### src/hw/rtl/pipmd_pkg.sv
// ----------------------------------------------------------------------------
// pipmd_pkg
// Shared types, codes and constants of the PI position motor drive block.
// ----------------------------------------------------------------------------
package pipmd_pkg;

  localparam int unsigned TIMEOUT_TICKS_DEF = 2000;

  localparam int unsigned POS_W     = 24;
  localparam int unsigned ERR_W     = POS_W + 1;
  localparam int unsigned GAIN_W    = 32;
  localparam int unsigned LIMIT_W   = 20;
  localparam int unsigned ISUM_W    = LIMIT_W + 1;
  localparam int unsigned DUTY_W    = 7;
  localparam int unsigned SS_W      = 10;
  localparam int unsigned TOL_W     = 16;
  localparam int unsigned BRAKE_W   = 8;
  localparam int unsigned CFG_IDX_W = 3;
  localparam int unsigned CFG_W     = 32;
  localparam int unsigned PROD_W    = GAIN_W + 1 + ERR_W;
  localparam int unsigned FRAC_W    = 24;
  localparam int unsigned IN_W      = 48;
  localparam int unsigned OUT_W     = 16;

  // ramp quotient never exceeds the duty span, so seven quotient bits suffice
  localparam int unsigned DIV_STEPS = DUTY_W;
  localparam int unsigned DIV_IDX_W = $clog2(DIV_STEPS);
  localparam int unsigned RAMP_W    = 17;

  localparam logic [GAIN_W-1:0]  KP_GAIN_RST      = 32'd838861;
  localparam logic [GAIN_W-1:0]  KI_GAIN_DT_RST   = 32'd1678;
  localparam logic [LIMIT_W-1:0] INTEGRAL_LIM_RST = 20'd100000;
  localparam logic [DUTY_W-1:0]  MIN_DUTY_RST     = 7'd100;
  localparam logic [DUTY_W-1:0]  MAX_DUTY_RST     = 7'd100;
  localparam logic [SS_W-1:0]    SOFTSTART_RST    = 10'd10;
  localparam logic [TOL_W-1:0]   STOP_TOL_RST     = 16'd25;
  localparam logic [BRAKE_W-1:0] BRAKE_TICKS_RST  = 8'd15;

  typedef enum logic [CFG_IDX_W-1:0] {
    REG_KP_GAIN         = 3'd0,
    REG_KI_GAIN_DT      = 3'd1,
    REG_INTEGRAL_LIMIT  = 3'd2,
    REG_MIN_DUTY        = 3'd3,
    REG_MAX_DUTY        = 3'd4,
    REG_SOFTSTART_TICKS = 3'd5,
    REG_STOP_TOLERANCE  = 3'd6,
    REG_BRAKE_TICKS     = 3'd7
  } cfg_reg_t;

  typedef enum logic {
    KIND_START = 1'b0,
    KIND_TICK  = 1'b1
  } kind_t;

  typedef enum logic [1:0] {
    MODE_IDLE  = 2'd0,
    MODE_RUN   = 2'd1,
    MODE_BRAKE = 2'd2
  } mode_t;

  typedef enum logic [1:0] {
    DRV_COAST = 2'd0,
    DRV_FWD   = 2'd1,
    DRV_REV   = 2'd2,
    DRV_BRAKE = 2'd3
  } drive_t;

  typedef enum logic [2:0] {
    RS_IDLE    = 3'd0,
    RS_RUNNING = 3'd1,
    RS_BRAKING = 3'd2,
    RS_DONE    = 3'd3,
    RS_TIMEOUT = 3'd4
  } run_status_t;

  typedef enum logic [2:0] {
    DEC_START,
    DEC_BRAKE_STEP,
    DEC_IDLE,
    DEC_TIMEOUT,
    DEC_ARRIVE,
    DEC_DRIVE
  } dec_t;

  typedef enum logic [3:0] {
    ST_IDLE,
    ST_ERR,
    ST_EVAL,
    ST_MUL_P,
    ST_MUL_I,
    ST_ACC,
    ST_DIV,
    ST_DUTY,
    ST_OUT
  } ctrl_state_t;

  typedef struct packed {
    logic                 load;
    logic                 calc_err;
    logic                 eval;
    logic                 mul_p;
    logic                 mul_i;
    logic                 acc_add;
    logic                 div_step;
    logic [DIV_IDX_W-1:0] div_idx;
    logic                 duty;
    logic                 emit;
  } cmd_t;

  typedef struct packed {
    logic drive_path;
    logic out_busy;
  } stat_t;

endpackage

### src/hw/rtl/pipmd_ctrl.sv
// ----------------------------------------------------------------------------
// pipmd_ctrl
// Sequencer of the motor drive: runs error and decision for every request,
// multiply, ramp divide and duty for a driving tick, and hands out the result.
// ----------------------------------------------------------------------------
module pipmd_ctrl (
  input  logic             clk,
  input  logic             rst,
  input  logic             s_axis_tvalid,
  output logic             s_axis_tready,
  input  pipmd_pkg::stat_t stat,
  output pipmd_pkg::cmd_t  cmd
);

  localparam logic [pipmd_pkg::DIV_IDX_W-1:0] DIV_LAST =
    pipmd_pkg::DIV_IDX_W'(pipmd_pkg::DIV_STEPS - 1);

  pipmd_pkg::ctrl_state_t state, state_next;
  logic [pipmd_pkg::DIV_IDX_W-1:0] step_idx, step_idx_next;

  always_ff @(posedge clk) begin
    if (rst) begin
      state    <= pipmd_pkg::ST_IDLE;
      step_idx <= '0;
    end else begin
      state    <= state_next;
      step_idx <= step_idx_next;
    end
  end

  always_comb begin
    state_next    = state;
    step_idx_next = step_idx;
    cmd           = '0;
    cmd.div_idx   = step_idx;
    s_axis_tready = 1'b0;
    unique case (state)
      pipmd_pkg::ST_IDLE: begin
        s_axis_tready = 1'b1;
        if (s_axis_tvalid) begin
          cmd.load   = 1'b1;
          state_next = pipmd_pkg::ST_ERR;
        end
      end
      pipmd_pkg::ST_ERR: begin
        cmd.calc_err = 1'b1;
        state_next   = pipmd_pkg::ST_EVAL;
      end
      pipmd_pkg::ST_EVAL: begin
        cmd.eval      = 1'b1;
        step_idx_next = DIV_LAST;
        state_next    = stat.drive_path ? pipmd_pkg::ST_MUL_P : pipmd_pkg::ST_OUT;
      end
      pipmd_pkg::ST_MUL_P: begin
        cmd.mul_p  = 1'b1;
        state_next = pipmd_pkg::ST_MUL_I;
      end
      pipmd_pkg::ST_MUL_I: begin
        cmd.mul_i  = 1'b1;
        state_next = pipmd_pkg::ST_ACC;
      end
      pipmd_pkg::ST_ACC: begin
        cmd.acc_add = 1'b1;
        state_next  = pipmd_pkg::ST_DIV;
      end
      pipmd_pkg::ST_DIV: begin
        cmd.div_step = 1'b1;
        if (step_idx == '0) begin
          state_next = pipmd_pkg::ST_DUTY;
        end else begin
          step_idx_next = step_idx - 1'b1;
        end
      end
      pipmd_pkg::ST_DUTY: begin
        cmd.duty   = 1'b1;
        state_next = pipmd_pkg::ST_OUT;
      end
      pipmd_pkg::ST_OUT: begin
        if (!stat.out_busy) begin
          cmd.emit   = 1'b1;
          state_next = pipmd_pkg::ST_IDLE;
        end
      end
      default: begin
        state_next = pipmd_pkg::ST_IDLE;
      end
    endcase
  end

endmodule

### src/hw/rtl/pipmd_datapath.sv
// ----------------------------------------------------------------------------
// pipmd_datapath
// Settings, move state, shared gain multiplier, soft-start ramp divider,
// duty shaping and the output register of the motor drive.
// ----------------------------------------------------------------------------
module pipmd_datapath #(
  parameter int unsigned TIMEOUT_TICKS = pipmd_pkg::TIMEOUT_TICKS_DEF
) (
  input  logic                            clk,
  input  logic                            rst,
  input  logic                            in_kind,
  input  logic [pipmd_pkg::IN_W-1:0]      in_data,
  input  logic                            cfg_we,
  input  logic [pipmd_pkg::CFG_IDX_W-1:0] cfg_index,
  input  logic [pipmd_pkg::CFG_W-1:0]     cfg_data,
  input  pipmd_pkg::cmd_t                 cmd,
  output pipmd_pkg::stat_t                stat,
  output logic                            m_axis_tvalid,
  input  logic                            m_axis_tready,
  output logic [pipmd_pkg::OUT_W-1:0]     m_axis_tdata
);

  localparam int unsigned EW = $clog2(TIMEOUT_TICKS + 1);
  localparam int unsigned CW = (EW > pipmd_pkg::SS_W) ? EW : pipmd_pkg::SS_W;
  localparam logic [EW-1:0] TIMEOUT_VAL = EW'(TIMEOUT_TICKS);
  localparam int unsigned POS_W  = pipmd_pkg::POS_W;
  localparam int unsigned ERR_W  = pipmd_pkg::ERR_W;
  localparam int unsigned ISUM_W = pipmd_pkg::ISUM_W;
  localparam int unsigned PROD_W = pipmd_pkg::PROD_W;
  localparam int unsigned DUTY_W = pipmd_pkg::DUTY_W;
  localparam int unsigned RAMP_W = pipmd_pkg::RAMP_W;
  localparam int unsigned SUM_W  = ERR_W + 1;
  localparam int unsigned SAT_LO = pipmd_pkg::FRAC_W + DUTY_W;

  // settings
  logic [pipmd_pkg::GAIN_W-1:0]  kp_gain, ki_gain_dt;
  logic [pipmd_pkg::LIMIT_W-1:0] integral_limit;
  logic [DUTY_W-1:0]             min_duty, max_duty;
  logic [pipmd_pkg::SS_W-1:0]    softstart_ticks;
  logic [pipmd_pkg::TOL_W-1:0]   stop_tolerance;
  logic [pipmd_pkg::BRAKE_W-1:0] brake_ticks;

  // move state
  pipmd_pkg::mode_t              mode;
  logic signed [POS_W-1:0]       move_target;
  logic signed [ISUM_W-1:0]      error_sum;
  logic [EW-1:0]                 elapsed;
  logic [pipmd_pkg::BRAKE_W-1:0] brake_left;

  // working registers
  logic                       in_kind_q;
  logic signed [POS_W-1:0]    in_val;
  logic signed [ERR_W-1:0]    err_q;
  logic signed [PROD_W-1:0]   prod, acc;
  logic [RAMP_W-1:0]          div_rem;
  logic [DUTY_W-1:0]          div_quo;
  logic                       div_neg;
  logic                       ramp_on;
  pipmd_pkg::drive_t          res_drive;
  logic [DUTY_W-1:0]          res_duty;
  pipmd_pkg::run_status_t     res_status;

  // combinational terms
  logic signed [ERR_W-1:0]    err_next;
  logic [ERR_W-1:0]           mag_err;
  logic                       near;
  logic signed [SUM_W-1:0]    sum_raw, lim_pos, sum_clamp;
  logic [CW-1:0]              elapsed_w;
  logic                       timed_out, ramp_now;
  logic [pipmd_pkg::BRAKE_W-1:0] left_dec;
  pipmd_pkg::dec_t            dec;
  logic signed [DUTY_W:0]     span;
  logic signed [RAMP_W+1:0]   ramp_prod;
  logic [RAMP_W-1:0]          ramp_mag;
  logic [RAMP_W-1:0]          div_sub;
  logic [pipmd_pkg::GAIN_W-1:0] mul_a;
  logic signed [ERR_W-1:0]    mul_b;
  logic signed [PROD_W-1:0]   mul_out;
  logic [PROD_W-1:0]          acc_mag;
  logic [DUTY_W-1:0]          duty_floor, ceil_duty, duty_val;
  logic signed [DUTY_W+1:0]   quo_s, ceil9;

  always_ff @(posedge clk) begin
    if (rst) begin
      kp_gain         <= pipmd_pkg::KP_GAIN_RST;
      ki_gain_dt      <= pipmd_pkg::KI_GAIN_DT_RST;
      integral_limit  <= pipmd_pkg::INTEGRAL_LIM_RST;
      min_duty        <= pipmd_pkg::MIN_DUTY_RST;
      max_duty        <= pipmd_pkg::MAX_DUTY_RST;
      softstart_ticks <= pipmd_pkg::SOFTSTART_RST;
      stop_tolerance  <= pipmd_pkg::STOP_TOL_RST;
      brake_ticks     <= pipmd_pkg::BRAKE_TICKS_RST;
    end else if (cfg_we) begin
      unique case (pipmd_pkg::cfg_reg_t'(cfg_index))
        pipmd_pkg::REG_KP_GAIN:         kp_gain         <= cfg_data;
        pipmd_pkg::REG_KI_GAIN_DT:      ki_gain_dt      <= cfg_data;
        pipmd_pkg::REG_INTEGRAL_LIMIT:  integral_limit  <= cfg_data[pipmd_pkg::LIMIT_W-1:0];
        pipmd_pkg::REG_MIN_DUTY:        min_duty        <= cfg_data[DUTY_W-1:0];
        pipmd_pkg::REG_MAX_DUTY:        max_duty        <= cfg_data[DUTY_W-1:0];
        pipmd_pkg::REG_SOFTSTART_TICKS: softstart_ticks <= cfg_data[pipmd_pkg::SS_W-1:0];
        pipmd_pkg::REG_STOP_TOLERANCE:  stop_tolerance  <= cfg_data[pipmd_pkg::TOL_W-1:0];
        pipmd_pkg::REG_BRAKE_TICKS:     brake_ticks     <= cfg_data[pipmd_pkg::BRAKE_W-1:0];
        default: ;
      endcase
    end
  end

  // error and decision
  always_comb begin
    err_next  = $signed({move_target[POS_W-1], move_target})
              - $signed({in_val[POS_W-1], in_val});
    mag_err   = err_q[ERR_W-1] ? ERR_W'(-err_q) : ERR_W'(err_q);
    near      = mag_err < ERR_W'(stop_tolerance);
    sum_raw   = $signed({{(SUM_W-ISUM_W){error_sum[ISUM_W-1]}}, error_sum})
              + $signed({err_q[ERR_W-1], err_q});
    lim_pos   = $signed(SUM_W'(integral_limit));
    if (sum_raw > lim_pos) begin
      sum_clamp = lim_pos;
    end else if (sum_raw < -lim_pos) begin
      sum_clamp = -lim_pos;
    end else begin
      sum_clamp = sum_raw;
    end
    elapsed_w = CW'(elapsed);
    timed_out = elapsed >= TIMEOUT_VAL;
    ramp_now  = elapsed_w < CW'(softstart_ticks);
    left_dec  = brake_left - pipmd_pkg::BRAKE_W'(brake_left != '0);

    if (in_kind_q == pipmd_pkg::KIND_START) begin
      dec = pipmd_pkg::DEC_START;
    end else if (mode == pipmd_pkg::MODE_BRAKE) begin
      dec = pipmd_pkg::DEC_BRAKE_STEP;
    end else if (mode != pipmd_pkg::MODE_RUN) begin
      dec = pipmd_pkg::DEC_IDLE;
    end else if (timed_out) begin
      dec = pipmd_pkg::DEC_TIMEOUT;
    end else if (near) begin
      dec = pipmd_pkg::DEC_ARRIVE;
    end else begin
      dec = pipmd_pkg::DEC_DRIVE;
    end
  end

  // soft-start ramp dividend and one restoring step
  always_comb begin
    span      = $signed({1'b0, max_duty}) - $signed({1'b0, min_duty});
    ramp_prod = span * $signed({1'b0, elapsed_w[pipmd_pkg::SS_W-1:0]});
    ramp_mag  = ramp_prod[RAMP_W+1] ? RAMP_W'(-ramp_prod) : RAMP_W'(ramp_prod);
    div_sub   = RAMP_W'(softstart_ticks) << cmd.div_idx;
  end

  // shared gain multiplier
  always_comb begin
    mul_a   = cmd.mul_i ? ki_gain_dt : kp_gain;
    mul_b   = cmd.mul_i ? $signed({{(ERR_W-ISUM_W){error_sum[ISUM_W-1]}}, error_sum})
                        : err_q;
    mul_out = $signed({1'b0, mul_a}) * mul_b;
  end

  // duty shaping
  always_comb begin
    acc_mag = acc[PROD_W-1] ? PROD_W'(-acc) : PROD_W'(acc);
    if (acc_mag[PROD_W-1:SAT_LO] != '0) begin
      duty_floor = '1;
    end else if (acc_mag[SAT_LO-1:pipmd_pkg::FRAC_W] < min_duty) begin
      duty_floor = min_duty;
    end else begin
      duty_floor = acc_mag[SAT_LO-1:pipmd_pkg::FRAC_W];
    end
    quo_s     = div_neg ? -$signed({2'b00, div_quo}) : $signed({2'b00, div_quo});
    ceil9     = $signed({2'b00, min_duty}) + quo_s;
    ceil_duty = ramp_on ? ceil9[DUTY_W-1:0] : max_duty;
    duty_val  = (duty_floor > ceil_duty) ? ceil_duty : duty_floor;
  end

  always_ff @(posedge clk) begin
    if (rst) begin
      mode         <= pipmd_pkg::MODE_IDLE;
      move_target  <= '0;
      error_sum    <= '0;
      elapsed      <= '0;
      brake_left   <= '0;
    end else if (cmd.eval) begin
      unique case (dec)
        pipmd_pkg::DEC_START: begin
          move_target  <= in_val;
          error_sum    <= '0;
          elapsed      <= '0;
          brake_left   <= '0;
          mode         <= pipmd_pkg::MODE_RUN;
        end
        pipmd_pkg::DEC_BRAKE_STEP: begin
          brake_left <= left_dec;
          if (left_dec == '0) begin
            mode <= pipmd_pkg::MODE_IDLE;
          end
        end
        pipmd_pkg::DEC_IDLE, pipmd_pkg::DEC_TIMEOUT: begin
          mode <= pipmd_pkg::MODE_IDLE;
        end
        pipmd_pkg::DEC_ARRIVE: begin
          brake_left <= brake_ticks;
          mode       <= (brake_ticks == '0) ? pipmd_pkg::MODE_IDLE : pipmd_pkg::MODE_BRAKE;
        end
        pipmd_pkg::DEC_DRIVE: begin
          error_sum <= sum_clamp[ISUM_W-1:0];
        end
        default: ;
      endcase
    end else if (cmd.duty) begin
      elapsed <= elapsed + 1'b1;
    end
  end

  always_ff @(posedge clk) begin
    if (cmd.load) begin
      in_kind_q <= in_kind;
      in_val    <= (in_kind == pipmd_pkg::KIND_TICK) ? in_data[2*POS_W-1:POS_W]
                                                     : in_data[POS_W-1:0];
    end
    if (cmd.calc_err) begin
      err_q <= err_next;
    end
    if (cmd.eval) begin
      ramp_on <= ramp_now;
      div_rem <= ramp_mag;
      div_neg <= ramp_prod[RAMP_W+1];
      div_quo <= '0;
      res_duty <= '0;
      unique case (dec)
        pipmd_pkg::DEC_START: begin
          res_drive  <= pipmd_pkg::DRV_COAST;
          res_status <= pipmd_pkg::RS_RUNNING;
        end
        pipmd_pkg::DEC_BRAKE_STEP: begin
          res_drive  <= (left_dec == '0) ? pipmd_pkg::DRV_COAST : pipmd_pkg::DRV_BRAKE;
          res_status <= (left_dec == '0) ? pipmd_pkg::RS_DONE : pipmd_pkg::RS_BRAKING;
        end
        pipmd_pkg::DEC_IDLE: begin
          res_drive  <= pipmd_pkg::DRV_COAST;
          res_status <= pipmd_pkg::RS_IDLE;
        end
        pipmd_pkg::DEC_TIMEOUT: begin
          res_drive  <= pipmd_pkg::DRV_COAST;
          res_status <= pipmd_pkg::RS_TIMEOUT;
        end
        pipmd_pkg::DEC_ARRIVE: begin
          res_drive  <= (brake_ticks == '0) ? pipmd_pkg::DRV_COAST : pipmd_pkg::DRV_BRAKE;
          res_status <= (brake_ticks == '0) ? pipmd_pkg::RS_DONE : pipmd_pkg::RS_BRAKING;
        end
        default: begin
          res_drive  <= pipmd_pkg::DRV_COAST;
          res_status <= pipmd_pkg::RS_RUNNING;
        end
      endcase
    end
    if (cmd.mul_p) begin
      prod <= mul_out;
    end
    if (cmd.mul_i) begin
      acc  <= prod;
      prod <= mul_out;
    end
    if (cmd.acc_add) begin
      acc <= acc + prod;
    end
    if (cmd.div_step && (div_rem >= div_sub)) begin
      div_rem <= div_rem - div_sub;
      div_quo[cmd.div_idx] <= 1'b1;
    end
    if (cmd.duty) begin
      res_drive  <= acc[PROD_W-1] ? pipmd_pkg::DRV_REV : pipmd_pkg::DRV_FWD;
      res_duty   <= duty_val;
      res_status <= pipmd_pkg::RS_RUNNING;
    end
  end

  // output register
  always_ff @(posedge clk) begin
    if (rst) begin
      m_axis_tvalid <= 1'b0;
    end else if (cmd.emit) begin
      m_axis_tvalid <= 1'b1;
    end else if (m_axis_tready) begin
      m_axis_tvalid <= 1'b0;
    end
  end

  always_ff @(posedge clk) begin
    if (cmd.emit) begin
      m_axis_tdata <= {4'd0, 3'(res_status), res_duty, 2'(res_drive)};
    end
  end

  assign stat.drive_path = (dec == pipmd_pkg::DEC_DRIVE);
  assign stat.out_busy   = m_axis_tvalid && !m_axis_tready;

  a_emit_slot_free: assert property (@(posedge clk) disable iff (rst)
    cmd.emit |-> !(m_axis_tvalid && !m_axis_tready))
    else $error("result loaded over a waiting request");

  a_elapsed_bound: assert property (@(posedge clk) disable iff (rst)
    elapsed <= TIMEOUT_VAL)
    else $error("elapsed ticks past timeout");

  a_brake_left: assert property (@(posedge clk) disable iff (rst)
    (mode == pipmd_pkg::MODE_BRAKE) |-> (brake_left != '0))
    else $error("braking with no ticks left");

  a_duty_needs_drive: assert property (@(posedge clk) disable iff (rst)
    (m_axis_tvalid && (m_axis_tdata[8:2] != '0)) |->
      (m_axis_tdata[1:0] == 2'(pipmd_pkg::DRV_FWD) ||
       m_axis_tdata[1:0] == 2'(pipmd_pkg::DRV_REV)))
    else $error("nonzero duty while coasting or braking");

endmodule

### src/hw/rtl/pi_position_motor_drive_top.sv
// ----------------------------------------------------------------------------
// pi_position_motor_drive_top
// PI position controller with anti-windup clamp and soft-start duty ceiling.
// Every request gives exactly one result. A start request loads the target
// and begins a move; a tick request carries the encoder count and returns
// drive, duty and status. A tick that drives the motor runs through the single
// 33x25 gain multiplier, used once for each gain, and the 7-step soft-start ramp
// divider; start, idle, braking, arrival and timeout requests go from the
// decision step straight to the output register. A new request is taken
// once the previous one has been placed in the output register, even while
// that result still waits for the sink. Settings may be written whenever no
// request is in flight.
// ----------------------------------------------------------------------------
module pi_position_motor_drive_top #(
  parameter int unsigned TIMEOUT_TICKS = pipmd_pkg::TIMEOUT_TICKS_DEF
) (
  input  logic                            clk,
  input  logic                            rst,
  input  logic                            s_axis_tvalid,
  output logic                            s_axis_tready,
  input  logic [pipmd_pkg::IN_W-1:0]      s_axis_tdata,  // target[23:0], count[47:24]
  input  logic                            s_axis_tuser,  // kind[0]
  output logic                            m_axis_tvalid,
  input  logic                            m_axis_tready,
  output logic [pipmd_pkg::OUT_W-1:0]     m_axis_tdata,  // drive[1:0], duty[8:2], status[11:9]
  input  logic                            cfg_we,
  input  logic [pipmd_pkg::CFG_IDX_W-1:0] cfg_index,
  input  logic [pipmd_pkg::CFG_W-1:0]     cfg_data
);

  pipmd_pkg::cmd_t  cmd;
  pipmd_pkg::stat_t stat;

  pipmd_ctrl u_ctrl (
    .clk           (clk),
    .rst           (rst),
    .s_axis_tvalid (s_axis_tvalid),
    .s_axis_tready (s_axis_tready),
    .stat          (stat),
    .cmd           (cmd)
  );

  pipmd_datapath #(
    .TIMEOUT_TICKS (TIMEOUT_TICKS)
  ) u_datapath (
    .clk           (clk),
    .rst           (rst),
    .in_kind       (s_axis_tuser),
    .in_data       (s_axis_tdata),
    .cfg_we        (cfg_we),
    .cfg_index     (cfg_index),
    .cfg_data      (cfg_data),
    .cmd           (cmd),
    .stat          (stat),
    .m_axis_tvalid (m_axis_tvalid),
    .m_axis_tready (m_axis_tready),
    .m_axis_tdata  (m_axis_tdata)
  );

endmodule

### config.mk
export PLATFORM = sky130hd
export DESIGN_NAME = pi_position_motor_drive_top
export DESIGN_NICKNAME = d
export VERILOG_FILES = /design/src/hw/rtl/pipmd_pkg.sv /design/src/hw/rtl/pipmd_ctrl.sv /design/src/hw/rtl/pipmd_datapath.sv /design/src/hw/rtl/pi_position_motor_drive_top.sv
export SDC_FILE = /design/constraint.sdc
export NUM_CORES = 2
export LEC_CHECK = 0
export BUFFER_PORTS_ARGS = -buffer_cell sky130_fd_sc_hd__clkbuf_2
export CAP_MARGIN = 20
export CORE_ASPECT_RATIO = 0.75
export CORE_MARGIN = 5
export CORE_UTILIZATION = 40
export DETAILED_ROUTE_END_ITERATION = 12
export PLACE_DENSITY_LB_ADDON = 0.15
export SLEW_MARGIN = 20
export SYNTH_ARGS = -nofsm -noshare
export SYNTH_HDL_FRONTEND = slang
export SYNTH_SLANG_ARGS = --single-unit
### constraint.sdc
create_clock -name clk -period 9.8 [get_ports clk]
set_input_delay 0 -clock clk [delete_from_list [all_inputs] [get_ports clk]]
set_output_delay 0 -clock clk [all_outputs]
set_load 0.005 [all_outputs]
==> summary.md <==
| Metric | Value |
|---|---|
| Most used cell, CP | fa_1 |
| Slew @ Worst Pin | 1.14 ns |
| Top cells by area, synth | fa_1 (26%), ha_1 (11%), edfxtp_1 (11%) |
| Num CTS Buffers | 52 |
| Avg Inst Size Synth | 8.53 µm² |
| Worst Hold Path Cells | 1 |
| Vias in the first global route | approximately 46000 |
| Post-synth top flop | dfxtp_1 |
| Tcrit/Tclk final | 94.5% |
| R2R cell count | 28 |
| Total Routing Usage GR | 24.5% |
| Register area share after synthesis | 18.7% |
| Hold Crit Start | s_axis_tuser |
| CP Capture Type | flop |
| WL final | 183 mm |
| Delay-heaviest family, CP | adder cells |
| Most common cell after layout, fill and taps aside | nand2_1 |
| Clock Path Buffers | 3 |
| CTS H-tree depth | 2 |
| CTS tree | yes |
| Max-Slew Margin vs Limit | about a quarter |
| Slowest CP cell | nand2_1 |
| R2r endpoint | u_datapath.prod[57] |
| Syn Inst Count | 6584 |
| Placement Rows | 119 |
| Yosys cell types | approximately 90 |
| Yosys top cell area share | a little over a quarter |
| Number of DRC markers in iteration 0 | 3718 |
| Antenna-violating nets left | 0 |
| Yosys reg bits | 422 |
| Synth warn | 0 |
| Drt drc | 0 |
| Critical path class | reg -> reg |
| First-pass GRT wire length | 281 mm |
| Vias/cell | between 5 and 6 |
| Slowest Stage Delay on Critical Path | 0.74 ns |
| Hold Path End | u_datapath.in_kind_q |
| Die height | 334 µm |
| R2r setup slk | around 0.54 ns |
| Fin nets | 8033 |
| Total clock sinks | 422 |
| FF-to-FF Start | u_ctrl.state[0] |
| Via count | roughly 46000 |
| Core area | 140000 µm² |
| Max Cap Viol | 0 |
| I/O pin cnt | 107 |
| Crit path time final | 9.26 ns |
| Mapped cell area | ~56000 µm² |
| Clock Latency Late Sink | roughly 0.7 ns |
| Antenna violations before repair | 5 |
| 1st-pass router iterations | 6 |
| Die X-Extent | approximately 440 µm |
| Total negative setup slack | 0 ns |
| Unrepaired setup endpoints after global routing | no |
| Highest clock rate | approximately 110 MHz |
| Final Skew | 0.0744 ns |
| Worst path depth | 28 |
| Root buffer cell | clkbuf_16 |
| CP Max Fanout | 35 |
| Crit path DAT | 9.68 ns |
| Share of layout cells above drive strength 1 | 6.86% |
| Async SR Flop Fraction | 0% |
| Max-slew violation count | 0 |
| Drt wl/cell | 21.2 µm |
| CTS clk-pin slew, worst paths | about 0.070 ns |
| GPL Wtd Cong | 0.982 |
| Die area | 148000 µm² |
| Number of I/O port buffers | 102 |
| Data required, critical path | 10.22 ns |
| Global route overflow | 0 |
| Post-synth EDFFs | just over 200 |
| P&R area growth vs syn | 10.7% |
| Detailed placer's ending HPWL | about 150 mm |
| Initial core utilization | 40.1% |
| Startpoint types | flop |
| Most frequent cells in the layout | nand2_1 (1084), inv_1 (966), fa_1 (742) |
| Result of the run | complete, no violations |
| Largest net degree at the start of global routing | 109 |
| Yosys top cell by area | fa_1 |
| Hold Crit Class | in -> reg |
| Final setup vio count | 0 |
| CP bufs+invs | 5 |
| Final Hold Viols | 0 |
-- state kept, by name (all words and copies together) (netlist names), 3 cells and up --
signal,flops
u_datapath.kp_gain,32
u_datapath.m_axis_tdata,12
u_datapath.elapsed,11
u_datapath.brake_ticks,8
u_datapath.prod,58
u_ctrl.step_idx,3
u_datapath.acc,58
u_datapath.brake_left,8
u_datapath.move_target,24
u_datapath.res_duty,7
u_datapath.max_duty,7
u_datapath.min_duty,7
u_ctrl.state,4
u_datapath.stop_tolerance,16
u_datapath.in_val,24
u_datapath.error_sum,21
u_datapath.res_status,3
u_datapath.integral_limit,20
u_datapath.div_rem,17
u_datapath.ki_gain_dt,32
u_datapath.softstart_ticks,10
u_datapath.err_q,25
u_datapath.div_quo,7
-- layer usage --
metal  share of wire [%]  global-route usage, %
met5               0.073                  0.603
met4                 2.8                   6.13
met3                 9.0                   5.97
met2                  40                   34.8
met1                  49                   37.2
-- cells by family (layout without fill, tap and decap cells) --
kind of cell / after synthesis / in the layout / share of synthesized area, %
xor gates and xnor gates: 253 / 253 / 3.95
other: 1 / 6 / 0.00668
buffers and inverters: 1268 / 1428 / 8.53
AOI/OAI and AO/OA: 1021 / 1021 / 11.5
muxes: 136 / 136 / 2.54
DFF: 422 / 422 / 18.7
and+or+nand+nor: 2242 / 2242 / 17.2
adders and majority gates: 1241 / 1241 / 37.6
-- per-stage QoR --
| step | instances | hold WS, ns | instance area [µm²] | util, % | setup slack (ns) |
|---|---|---|---|---|---|
| 6_report | 8624 | 0.0424 | 62100 | 44.4 | 0.540 |
| 5_1_grt | 8622 | 0.0856 | 62100 | 44.4 | 0.0713 |
| 4_1_cts | 8621 | 0.0142 | 62100 | 44.4 | 0.246 |
| 3_5_place_dp | 8431 | 0.291 | 59300 | 42.4 | 0.317 |
| 3_3_place_gp | 8431 | 0.281 | 59300 | 42.4 | 0.466 |
| 2_1_floorplan | 6587 | 0.0989 | 56200 | - | 0.954 |
-- timing repair --
item / 4_1_cts / 5_1_grt
hold buffers: 92 / 0
endpoints found under the setup margin: 0 / 5
endpoints found under the hold margin: 190 / 0
buffers inserted: 0 / 0
resized for setup: 0 / 6
-- how the worst max path moves through the flow --
| stage | endpoint | from |
|---|---|---|
| floorplan | u_datapath.prod[57] | u_ctrl.state[3] |
| global placement | u_datapath.prod[56] | u_ctrl.state[0] |
| detailed placement | u_datapath.prod[57] | u_ctrl.state[0] |
| CTS | u_datapath.prod[57] | u_ctrl.state[0] |
| global route | u_datapath.prod[57] | u_ctrl.state[0] |
| finish | u_datapath.prod[57] | u_ctrl.state[0] |
-- layout make-up --
type	instances	area [µm²]
multi-input cells	4897	41000
inverters	969	3640
diodes	2	5.00
flip-flops and latches	422	10500
well taps	1875	2350
clock inverters	35	424
fillers	13900	77800
repair buffers	361	2750
clock buffers	63	1440
-- cell usage after synthesis, types with 37 or more instances --
cell	number
a21oi_1	345
nand3_1	73
a21o_1	124
nand2b_1	43
ha_1	499
xnor2_1	163
dfxtp_1	216
nor3_1	75
edfxtp_1	206
inv_1	966
fa_1	742
mux2i_1	104
o21a_1	37
o21ai_0	215
nor2b_1	47
xor2_1	90
nor2_1	646
and2_1	54
nand2_1	1087
nand4_1	46
clkbuf_1	273
nand3b_1	37
Power is left out: the tool's default activity adds up to more than one toggle a clock period on the data nets, which glitch-free logic cannot reach.
